## src/rtl/core/u8dr_pkg.sv

```systemverilog
// ----------------------------------------------------------------------------
// u8dr_pkg
// shared types and constants of the utf-8 decoder with replacement
// ----------------------------------------------------------------------------
package u8dr_pkg;

  localparam logic [20:0] REPL_CP   = 21'h00FFFD;
  localparam logic [20:0] MAX_CP    = 21'h10FFFF;
  localparam logic [20:0] SURR_LO   = 21'h00D800;
  localparam logic [20:0] SURR_HI   = 21'h00DFFF;
  localparam logic [20:0] MIN_CP2   = 21'h000080;
  localparam logic [20:0] MIN_CP3   = 21'h000800;
  localparam logic [20:0] MIN_CP4   = 21'h010000;
  localparam logic [7:0]  COUNT_MAX = 8'hFF;

  localparam logic [2:0]  LEN2 = 3'd2;
  localparam logic [2:0]  LEN3 = 3'd3;
  localparam logic [2:0]  LEN4 = 3'd4;

  typedef struct packed {
    logic [20:0] code_point;
    logic [7:0]  byte_count;
    logic        replaced;
    logic        last_of_run;
    logic        text_done;
  } u8dr_result_t;

  function automatic u8dr_result_t make_result(input logic [20:0] cp,
                                               input logic [7:0]  cnt,
                                               input logic        rep);
    u8dr_result_t r;
    r.code_point  = cp;
    r.byte_count  = cnt;
    r.replaced    = rep;
    r.last_of_run = 1'b0;
    r.text_done   = 1'b0;
    return r;
  endfunction

endpackage

```

## src/rtl/core/utf8_decoder_replacement.sv

```systemverilog
// ----------------------------------------------------------------------------
// utf8_decoder_replacement
// byte-wide utf-8 decoder giving code points, with u+fffd for bad input
// ----------------------------------------------------------------------------
// Usage:
//   s_* carries one text byte per request (tdata = byte, tlast = end of text).
//   m_* carries decoded results: tdata = code point and byte count, tuser =
//   replaced flag and last-of-run flag, tlast = last result of the text.
//   A byte causes zero, one or two results. A byte is decoded in the cycle it
//   is accepted and its results are registered into a four-entry result
//   queue, whose head drives m_tvalid and the other m_* outputs.
//   Throughput is one byte per cycle while the receiver takes one result per
//   cycle and the queue has room; a byte that flushes a cut-short sequence or
//   a stray run and then also gives its own result pushes two results.
//   s_tready is high while the result queue holds two entries or fewer, so
//   the four-entry queue never overflows; nothing is lost or repeated under
//   stalls on either side.
//   Reset empties the result queue and returns the decoder to idle.
// ----------------------------------------------------------------------------
module utf8_decoder_replacement (
  input  logic        clk,
  input  logic        rst,
  input  logic        s_tvalid,
  output logic        s_tready,
  input  logic [7:0]  s_tdata,   // in_byte[7:0]
  input  logic        s_tlast,   // end_of_text
  output logic        m_tvalid,
  input  logic        m_tready,
  output logic [31:0] m_tdata,   // code_point[20:0], byte_count[28:21], zero pad
  output logic [1:0]  m_tuser,   // replaced[0], last_of_run[1]
  output logic        m_tlast    // text_done
);
  import u8dr_pkg::*;

  typedef enum logic [1:0] {
    MODE_IDLE,
    MODE_SEQ,
    MODE_STRAY
  } mode_t;

  mode_t        mode, mode_next;
  logic [2:0]   exp_len, exp_len_next;
  logic [2:0]   taken_len, taken_len_next;
  logic [20:0]  partial, partial_next;
  logic [7:0]   stray_count, stray_count_next;

  u8dr_result_t queue [4];
  logic [1:0]   head, tail;
  logic [2:0]   count;

  logic         s_acc, m_acc;
  logic         cont, eot;
  logic         pre_v, idl_v, use_idle;
  u8dr_result_t pre, idl, r0, r1;
  logic [1:0]   n_push;
  logic [20:0]  pv_new;
  logic [2:0]   tk;
  logic [20:0]  min_cp;
  logic         bad;
  logic [7:0]   stray_sat;
  u8dr_result_t head_res;

  assign s_tready = (count <= 3'd2);
  assign s_acc    = s_tvalid && s_tready;
  assign m_tvalid = (count != 3'd0);
  assign m_acc    = m_tvalid && m_tready;

  assign cont      = (s_tdata[7:6] == 2'b10);
  assign eot       = s_tlast;
  assign pv_new    = {partial[14:0], s_tdata[5:0]};
  assign tk        = taken_len + 3'd1;
  assign stray_sat = (stray_count == COUNT_MAX) ? stray_count : stray_count + 8'd1;

  always_comb begin
    case (exp_len)
      LEN2:    min_cp = MIN_CP2;
      LEN3:    min_cp = MIN_CP3;
      default: min_cp = MIN_CP4;
    endcase
  end

  assign bad = (pv_new < min_cp) || (pv_new > MAX_CP) ||
               ((pv_new >= SURR_LO) && (pv_new <= SURR_HI));

  // per-byte decode
  always_comb begin
    mode_next        = mode;
    exp_len_next     = exp_len;
    taken_len_next   = taken_len;
    partial_next     = partial;
    stray_count_next = stray_count;
    pre_v            = 1'b0;
    pre              = make_result(REPL_CP, 8'd1, 1'b1);
    idl_v            = 1'b0;
    idl              = make_result(REPL_CP, 8'd1, 1'b1);
    use_idle         = 1'b0;

    unique case (mode)
      MODE_STRAY: begin
        if (cont) begin
          stray_count_next = stray_sat;
          if (eot) begin
            pre_v            = 1'b1;
            pre              = make_result(REPL_CP, stray_sat, 1'b1);
            mode_next        = MODE_IDLE;
            stray_count_next = 8'd0;
          end
        end else begin
          pre_v    = 1'b1;
          pre      = make_result(REPL_CP, stray_count, 1'b1);
          use_idle = 1'b1;
        end
      end
      MODE_SEQ: begin
        if (cont) begin
          partial_next   = pv_new;
          taken_len_next = tk;
          if (tk >= exp_len) begin
            pre_v = 1'b1;
            pre   = bad ? make_result(REPL_CP, {5'd0, exp_len}, 1'b1)
                        : make_result(pv_new, {5'd0, exp_len}, 1'b0);
            use_idle = 1'b0;
          end else if (eot) begin
            pre_v = 1'b1;
            pre   = make_result(REPL_CP, {5'd0, tk}, 1'b1);
          end
          if ((tk >= exp_len) || eot) begin
            mode_next      = MODE_IDLE;
            exp_len_next   = 3'd0;
            taken_len_next = 3'd0;
            partial_next   = 21'd0;
          end
        end else begin
          pre_v    = 1'b1;
          pre      = make_result(REPL_CP, {5'd0, taken_len}, 1'b1);
          use_idle = 1'b1;
        end
      end
      default: begin
        use_idle = 1'b1;
      end
    endcase

    if (use_idle) begin
      mode_next        = MODE_IDLE;
      exp_len_next     = 3'd0;
      taken_len_next   = 3'd0;
      partial_next     = 21'd0;
      stray_count_next = 8'd0;
      if (!s_tdata[7]) begin
        idl_v = 1'b1;
        idl   = make_result({13'd0, s_tdata}, 8'd1, 1'b0);
      end else if (cont) begin
        if (eot) begin
          idl_v = 1'b1;
        end else begin
          mode_next        = MODE_STRAY;
          stray_count_next = 8'd1;
        end
      end else if (s_tdata[7:3] == 5'b11111 || eot) begin
        idl_v = 1'b1;
      end else begin
        mode_next      = MODE_SEQ;
        taken_len_next = 3'd1;
        if (s_tdata[7:5] == 3'b110) begin
          exp_len_next = LEN2;
          partial_next = {16'd0, s_tdata[4:0]};
        end else if (s_tdata[7:4] == 4'b1110) begin
          exp_len_next = LEN3;
          partial_next = {17'd0, s_tdata[3:0]};
        end else begin
          exp_len_next = LEN4;
          partial_next = {18'd0, s_tdata[2:0]};
        end
      end
    end
  end

  // order results and mark the last one of this byte
  always_comb begin
    if (pre_v) begin
      r0     = pre;
      r1     = idl;
      n_push = idl_v ? 2'd2 : 2'd1;
    end else begin
      r0     = idl;
      r1     = idl;
      n_push = idl_v ? 2'd1 : 2'd0;
    end
    if (n_push == 2'd2) begin
      r1.last_of_run = 1'b1;
      r1.text_done   = eot;
    end else begin
      r0.last_of_run = 1'b1;
      r0.text_done   = eot;
    end
  end

  always_ff @(posedge clk) begin
    if (rst) begin
      mode        <= MODE_IDLE;
      exp_len     <= 3'd0;
      taken_len   <= 3'd0;
      partial     <= 21'd0;
      stray_count <= 8'd0;
      head        <= 2'd0;
      tail        <= 2'd0;
      count       <= 3'd0;
    end else begin
      if (s_acc) begin
        mode        <= mode_next;
        exp_len     <= exp_len_next;
        taken_len   <= taken_len_next;
        partial     <= partial_next;
        stray_count <= stray_count_next;
        tail        <= tail + n_push;
      end
      if (m_acc) begin
        head <= head + 2'd1;
      end
      count <= count + (s_acc ? {1'b0, n_push} : 3'd0) - (m_acc ? 3'd1 : 3'd0);
    end
  end

  always_ff @(posedge clk) begin
    if (s_acc && (n_push != 2'd0)) begin
      queue[tail] <= r0;
    end
    if (s_acc && (n_push == 2'd2)) begin
      queue[tail + 2'd1] <= r1;
    end
  end

  assign head_res = queue[head];
  assign m_tdata  = {3'd0, head_res.byte_count, head_res.code_point};
  assign m_tuser  = {head_res.last_of_run, head_res.replaced};
  assign m_tlast  = head_res.text_done;

  a_queue_bound: assert property (@(posedge clk) disable iff (rst)
    count <= 3'd4)
    else $error("result queue overflow");

  a_eot_idle: assert property (@(posedge clk) disable iff (rst)
    s_acc && s_tlast |=> mode == MODE_IDLE)
    else $error("decoder not idle after end of text");

  a_done_last: assert property (@(posedge clk) disable iff (rst)
    m_tvalid && m_tlast |-> m_tuser[1])
    else $error("text end not on last result of its byte");

  a_repl_cp: assert property (@(posedge clk) disable iff (rst)
    m_tvalid && m_tuser[0] |-> m_tdata[20:0] == REPL_CP)
    else $error("replaced result without replacement code point");

endmodule

```

## config.mk

```make
export PLATFORM = sky130hd
export DESIGN_NAME = utf8_decoder_replacement
export DESIGN_NICKNAME = d
export VERILOG_FILES = /design/src/rtl/core/u8dr_pkg.sv /design/src/rtl/core/utf8_decoder_replacement.sv
export SDC_FILE = /design/constraint.sdc
export NUM_CORES = 1
export LEC_CHECK = 0
export ABC_AREA = 0
export BUFFER_PORTS_ARGS = -buffer_cell sky130_fd_sc_hd__clkbuf_2
export CORE_UTILIZATION = 61
export DETAILED_ROUTE_END_ITERATION = 10
export PLACE_DENSITY_LB_ADDON = 0.1
export SLEW_MARGIN = 30
export SYNTH_ARGS = -nofsm -noshare
export SYNTH_HDL_FRONTEND = slang
export SYNTH_SLANG_ARGS = --single-unit
```

## constraint.sdc

```tcl
create_clock -name clk -period 3.65 [get_ports clk]
set_input_delay 0.73 -clock clk [delete_from_list [all_inputs] [get_ports clk]]
set_output_delay 0.73 -clock clk [all_outputs]
set_load 0.03 [all_outputs]
```

# --- After elaboration in Yosys (flattened, before gate mapping) ---
# Memories as Yosys holds them, arrays and structs flattened. A register that Yosys moved wholly into a read port is not among the register bits.
# Index checks and enable logic that the tools add are counted.
classes:
  addsub: 7
  muxes: 78
  magnitude_cmp: 6
  reduce_logical: 21
  eq_ne: 14
ops:
  columns: ["op", "n"]
  rows:
  - ["32-bit two-way mux", 5]
  - ["32-bit case mux with 2 select lines", 1]
  - ["15-bit two-way mux", 4]
  - ["27-bit two-way mux", 2]
  - ["8-bit two-way mux", 5]
  - ["3-bit two-way mux", 13]
  - ["17-bit case mux with 2 select lines", 1]
  - ["2-bit two-way mux", 15]
  - ["1-bit two-way mux", 23]
  - ["21-bit by 16-bit greater-or-equal comparator with 1-bit output, second input constant", 1]
  - ["21-bit greater-than comparator, second input constant", 1]
  - ["21-bit by 16-bit <= comparator with 1-bit output, second input constant", 1]
  - ["21-bit by 17-bit < comparator with 1-bit output", 1]
  - ["5-bit two-way mux", 4]
  - ["3-bit inequality test, second input constant", 4]
  - ["11-bit two-way mux", 1]
  - ["2-bit nonzero test", 5]
  - ["8-bit by 1-bit adder with 8-bit output, second input constant", 1]
  - ["8-bit equality test, second input constant", 1]
  - ["2-bit equality test, second input constant", 3]
  - ["3-bit by 2-bit equality test with 1-bit output, second input constant", 2]
  - ["6-bit two-way mux", 1]
  - ["3-bit AND reduction", 2]
  - ["6-bit AND reduction", 1]
  - ["19 further kinds", 28]
totals:
  ramBits: 128
  mem_count: 1
  ff_bits: 38
mem_list:
  columns: ["name", "words", "width", "read_ports", "rd_ports_with_merged_regs", "write_ports", "line", "source"]
  rows:
  - ["queue", 4, 32, 1, 1, 2, "utf8_decoder_replacement.sv:47", "u8dr_result_t queue [4];"]

# --- Longest topological paths before layout ---
# Gate-level depths: netlist of run 1.
logic_depth:
  word_depth: 12
  mapped_depth: 16
  ltp_nobuf: 14

# --- Worst setup path after synthesis of run 1 ---
# OpenSTA, ideal clock, no wires.
synth_timing:
  path_kind: "register to register"
  start: "register taken_len[0]"
  end: "memory queue[2][18] in the netlist's numbering, data pin"
  required_ps: 3391
  path_buffers: 4
  arrival_time_ps: 3095
  path_slack_ps: 296
  stages_incl_launch_ff: 17
  path_cell_list: "dfxtp_1 -> ha_1 -> xor2_1 -> ha_1 -> a21oi_1 -> o21ai_2 -> a22o_1 -> buf_4 -> ha_1 -> buf_2 -> nand3_1 -> or2_0 -> clkbuf_1 -> a21boi_1 -> or2_1 -> buf_6 -> o31a_1"
synth_lines:
  columns: ["element", "line", "source"]
  rows:
  - ["start: declaration", "utf8_decoder_replacement.sv:43", "logic [2:0] taken_len, taken_len_next;"]
  - ["start signal: assignment", "utf8_decoder_replacement.sv:213", "taken_len <= taken_len_next;"]
  - ["end: declaration", "utf8_decoder_replacement.sv:47", null]

==> reports/metrics.cfg, run 1 <==
[status]
outcome=completed

[min_path]
min_path_type=reg2reg

[sta]
post-route-min-period_ns=3.48
rsz0062_at_grt=no
timing_hold_violations_final=0
max_freq_ghz=0.288
fin_skew_ns=0.00644
timing.setup.tns_ns=0
timing_max_transition_violations_final=0
slew-limit-headroom_pct=44.1
final_min_period_over_clock_period_pct=95.3
finalSetupViolCount=0
worst_slew_pin_slew_ns=0.832

[global_routing]
groute.usage.overall_pct=33.4
antenna_found_initial=0
grt-ovfl-total=0
first_global_vias=6591
wire_length_of_the_first_global_routing_pass_um=35400
grt_max_degree=37

[cells_and_area]
final_layout_size_suffix_gt1_share_pct=20.5
areaGrowthSynthToFinish_pct=12.5
mostFrequentLayoutCells=nand2_1 (98), dfxtp_1 (91), edfxtp_1 (76), o21ai_0 (70), clkbuf_2 (46)
nets=841
layout.cells.most_common=nand2_1
diode_insertion_count_for_antenna_repair=0
finalInstanceArea_um2=9280

[logic_synthesis]
synth-seq-cells=168
synthesis.yosys.warnings=0
count_of_flip_flops_with_a_built_in_enable_after_synthesis=76
synth_sequential_area_ratio_pct=50.0
yosysUniqueCellTypes=72
async_reset_ff_share_pct=0
yosys_most_used_dff=dfxtp_1
syn_avg_cell_area_um2=10.7
syn-cell-area_um2=8250
synth_cells=772

[clocking]
post_cts_resize_count=0
clkLatencyLatePin_ns=0.43
cts_made_buffers=17
buffer_cell_driving_the_clock_tree_root=clkbuf_16
post_cts.repair.setup_buffers=0
cts_hold_buffers=0
cts_htree_levels=4
cts_num_sinks=168
clkSlewWorstSetupHoldPaths_ns=0.06
tritoncts=yes
cts_max_path_buffers=2

[die]
start_util_pct=62.5
core_region_area_um2=13200
placement_rows=42
chipHeight_um=118
floorplan.die.width_um=118
design.portCount=50
floorplan.die_area_um2=14000

[job]
number_of_maximum_capacitance_constraint_violations=0

[placed_design]
dp_hpwl_um=15200
dpl_cell_area_um2=8680
place_congestion=1.03
port_buffers=46

[worst_setup_path]
cpLargestDelayFamily=simple AND/OR/NAND/NOR gates
path_cells=ha_1 > xor2_1 > ha_1 > nand2_1 > o21ai_2 > a22o_1 > ha_1 > nand3_1 > or2_2 > a21boi_0 > or2_1 > o31a_1
timing.critical_path.required_ns=3.94
slowest_stage=a21boi_0
worst-path-buf-inv=0
critPathMostFrequentCell=ha_1
crit_path_dat_ns=3.77
worstSetupStartpointType=flop
worstSetupPathType=reg2reg
worst_setup_path_end_kind=flop
r2r_slack_ns=0.17
crit_fanout=9
cpPeakStageDelay_ns=0.47

[detailed_routing]
drc_errors=0
dr.pass1.iters=7
drc_marker_count_from_the_first_detailed_route_iteration=652
num_vias=6694
via_per_inst=6.69
routed_wl_um=22400
antenna_left=0
post_drt_wl_per_cell_um=22.4

[power_and_ir_drop]
vdd_drop_max_uv=284
pwr_density_cell_nw_per_um2=570
power.static_leakage_nw=3.40

[report_power, final]
part	internal [mW]	switching [mW]
clock network	1.09	0.740
registers	2.10	0.0779
logic	0.472	0.811
[worst register-to-register path, stage by stage (launching register included)]
cell	delay, ns
dfxtp_1	0.33
ha_1	0.26
xor2_1	0.16
ha_1	0.30
nand2_1	0.06
o21ai_2	0.15
a22o_1	0.21
ha_1	0.19
nand3_1	0.17
or2_2	0.44
a21boi_0	0.47
or2_1	0.42
o31a_1	0.20
[synthesized netlist by cell type (all sizes together), types with 4 or more instances]
master,number,share of area (%)
nand3,23,1.4
a21oi,39,2.5
nand2b,7,0.53
edfxtp,76,28
a22o,5,0.53
nand2,98,4.5
o21ai,74,4.5
nor2b,6,0.46
nand4,4,0.30
mux4,32,8.7
nor4,4,0.30
or3,6,0.46
a32o,24,2.9
nor2,46,2.2
or2,9,0.68
o221ai,4,0.42
a21boi,4,0.36
clkbuf,37,1.7
xor2,4,0.42
a21o,4,0.36
a22oi,6,0.55
and2,7,0.53
o31a,36,3.8
dfxtp,92,22
nor3,15,1.2
o22a,4,0.42
inv,19,0.86
a221oi,4,0.42
buf,25,1.9
ha,15,2.3
[routing by layer]
metal	part of all wire [%]	vias to the layer above	global-route usage (%)
met1	39	3301	42.0
met4	3.7	0	16.1
met5	0	-	0
met3	7.3	78	7.14
li1	-	2983	-
met2	50	332	55.0
[area by class of cell]
type	count	area (um^2)
sequential	168	4130
tap	176	220
clock buffer	23	489
fill	987	3910
clock inverter	9	115
timing repair buffer	81	493
multi-input combinational	525	3770
inverter	19	71.3
[final timing paths]
kind	startpoint	to	cells past startpoint
worst max-delay path	taken_len[0]$_SDFFE_PP0P_	queue[0][25]$_DFFE_PP_	12
worst min-delay path	queue[2][6]$_SDFFE_PP0P_	queue[2][6]$_SDFFE_PP0P_	2
worst max register to register	taken_len[0]$_SDFFE_PP0P_	queue[0][25]$_DFFE_PP_	12
worst min register to register	queue[2][6]$_SDFFE_PP0P_	queue[2][6]$_SDFFE_PP0P_	2
[sequential cells by signal (all words and copies together), names as in the netlist, named ones only]
register and flops:
head 2, stray_count 8, count 3, exp_len 3, mode 2, queue 128, taken_len 3, tail 2
partial 15
[stage by stage]
step	worst slack, ns	total power, mW	utilization (%)	hold slack, ns	instances
after CTS	0.238	5.30	70.4	0.458	1001
after detailed placement	0.158	3.49	65.8	0.451	969
final	0.173	5.29	70.4	0.454	1001
after global routing	0.0467	5.47	70.4	0.485	1001
after floorplan	0.296	3.14	-	0.420	774
after global placement	0.376	3.46	65.8	0.433	969
[cell families after synthesis]
logic type / Yosys count / share of synthesized area [%]
fa+ha+maj: 16 / 2.52
compound gates: 224 / 19.1
buf+inv: 81 / 4.45
flops: 168 / 50.0
other cells: 1 / 0.0455
simple gates: 237 / 13.7
mux: 38 / 9.51
xor+xnor: 7 / 0.743
No activity file was read; power rests on OpenSTA's default activity.
==> run 2, diff against run 1 <==
--- a/config.mk
+++ b/config.mk
@@ -7,7 +7,8 @@
 export LEC_CHECK = 0
 export ABC_AREA = 0
 export BUFFER_PORTS_ARGS = -buffer_cell sky130_fd_sc_hd__clkbuf_2
-export CORE_UTILIZATION = 61
+export CORE_ASPECT_RATIO = 1.4
+export CORE_UTILIZATION = 55
 export DETAILED_ROUTE_END_ITERATION = 10
 export PLACE_DENSITY_LB_ADDON = 0.1
 export SLEW_MARGIN = 30
==> constraint.sdc (replaced) <==
create_clock -name clk -period 3.65 [get_ports clk]
set_input_delay 0.5475 -clock clk [delete_from_list [all_inputs] [get_ports clk]]
set_output_delay 0.5475 -clock clk [all_outputs]
set_load 0.03 [all_outputs]
==> reports/metrics.cfg, run 2 (synthesis results as in run 1) <==
[worst_setup_path]
worstSetupPathType=reg2reg
worst_r2r_startpoint=taken_len[0]$_SDFFE_PP0P_
crit_fanout=12
startpoint=taken_len[0]$_SDFFE_PP0P_
worstSetupStartpointType=flop
worst_setup_path_end_kind=flop
timing.critical_path.required_ns=3.84
crit_path_dat_ns=3.59

[cells_and_area]
largestRegisters=queue x128, partial x15, stray_count x8
final_layout_size_suffix_gt1_share_pct=21.2
fill_cells=1242
diode_insertion_count_for_antenna_repair=0
layout.cells.most_common=nand2_1
largest_reg_by_ff_count=queue
mostFrequentLayoutCells=nand2_1 (98), dfxtp_1 (91), edfxtp_1 (76), o21ai_0 (68), clkbuf_2 (46)
areaGrowthSynthToFinish_pct=13.2
nets=846
number_of_flip_flops_under_the_largest_register_name=128

[clocking]
tritoncts=yes
post_cts_resize_count=0
post_cts.repair.setup_buffers=0
cts_htree_levels=4
cts_hold_buffers=0
cts_made_buffers=17
cts_max_path_buffers=2
cts_num_sinks=168
buffer_cell_driving_the_clock_tree_root=clkbuf_16
clkSlewWorstSetupHoldPaths_ns=0.07
clkLatencyLatePin_ns=0.43

[sta]
rsz0062_at_grt=no
timing_max_transition_violations_final=0
slew-limit-headroom_pct=39.6
timing_hold_violations_final=0
finalSetupViolCount=0
worst_slew_pin_slew_ns=0.906
timing.setup.tns_ns=0
final_min_period_over_clock_period_pct=93.1
max_freq_ghz=0.294
fin_skew_ns=0.0103
post-route-min-period_ns=3.40

[power_and_ir_drop]
totalPowerFinal_mw=5.19
vdd_drop_max_uv=506
pwr_density_cell_nw_per_um2=556
power.static_leakage_nw=3.41

[die]
core_region_area_um2=14600
start_util_pct=56.6
chipHeight_um=147
design.portCount=50
floorplan.die.width_um=105
placement_rows=52
floorplan.die_area_um2=15500

[placed_design]
port_buffers=46
dp_hpwl_um=16000
place_congestion=0.901

[status]
outcome=completed

[global_routing]
antenna_found_initial=0
first_global_vias=6571
groute.usage.overall_pct=30.2
grt_max_degree=39
wire_length_of_the_first_global_routing_pass_um=35500
grt-ovfl-total=0

[job]
number_of_maximum_capacitance_constraint_violations=0

[detailed_routing]
drc_marker_count_from_the_first_detailed_route_iteration=444
antenna_left=0
drc_errors=0
routed_wl_um=22300
via_per_inst=6.30
num_vias=6418
dr.pass1.iters=8
post_drt_wl_per_cell_um=21.9

[min_path]
min_path_type=in2reg
hold_start=s_tdata[2]

## run 2: area by class of cell
| cell class | count | area (um^2) | share of cell area, % |
|---|---|---|---|
| sequential | 168 | 4130 | 44.2 |
| clock inverter | 13 | 109 | 1.17 |
| clock buffer | 19 | 433 | 4.64 |
| tap | 189 | 236 | 2.53 |
| multi-input combinational | 525 | 3770 | 40.4 |
| inverter | 19 | 71.3 | 0.764 |
| timing repair buffer | 86 | 593 | 6.35 |
## run 2: per-stage QoR
stage / std cells / util, % / hold WS, ns / setup slack, ns / cell area [um^2]
2_1_floorplan: 774 / - / 0.420 / 0.296 / 8250
3_3_place_gp: 987 / 60.3 / 0.431 / 0.287 / 8790
3_5_place_dp: 987 / 60.3 / 0.444 / 0.219 / 8790
4_1_cts: 1019 / 64.0 / 0.416 / 0.184 / 9330
5_1_grt: 1019 / 64.1 / 0.432 / 0.0347 / 9340
6_report: 1019 / 64.1 / 0.428 / 0.251 / 9340
## run 2: critical path, stage by stage (launching register included)
cell and delay (ns):
dfxtp_1 0.33, ha_1 0.25, xor2_1 0.16, ha_1 0.29
a21oi_1 0.16, o21ai_2 0.09, a22o_1 0.23, buf_4 0.18
inv_1 0.07, ha_1 0.36, nor3_1 0.12, and3_1 0.25
a22oi_1 0.39, buf_4 0.22, nand2_1 0.06
## run 2: final timing paths
path | to | slack [ns] | cells after the start
worst max-delay path | queue[0][13]$_DFFE_PP_ | 0.25 | 14
worst min-delay path | partial[2]$_SDFFE_PP0P_ | 0.43 | 3
worst max register to register | queue[0][13]$_DFFE_PP_ | 0.25 | 14
worst min register to register | queue[1][4]$_SDFFE_PP0N_ | 0.46 | 2
## run 2: layer usage
metal,share of wire [%],track usage (%),vias up
met2,55,56.1,247
met1,38,34.2,3137
li1,-,-,2990
met4,2.9,13.1,0
met3,4.8,4.39,44
met5,0,0,-
## run 2: power by group
part	internal [mW]	total [mW]	leakage, nW	switching, mW
combinational	0.493	1.28	1.67	0.783
sequential	2.10	2.21	1.48	0.117
clock	0.891	1.70	0.264	0.807
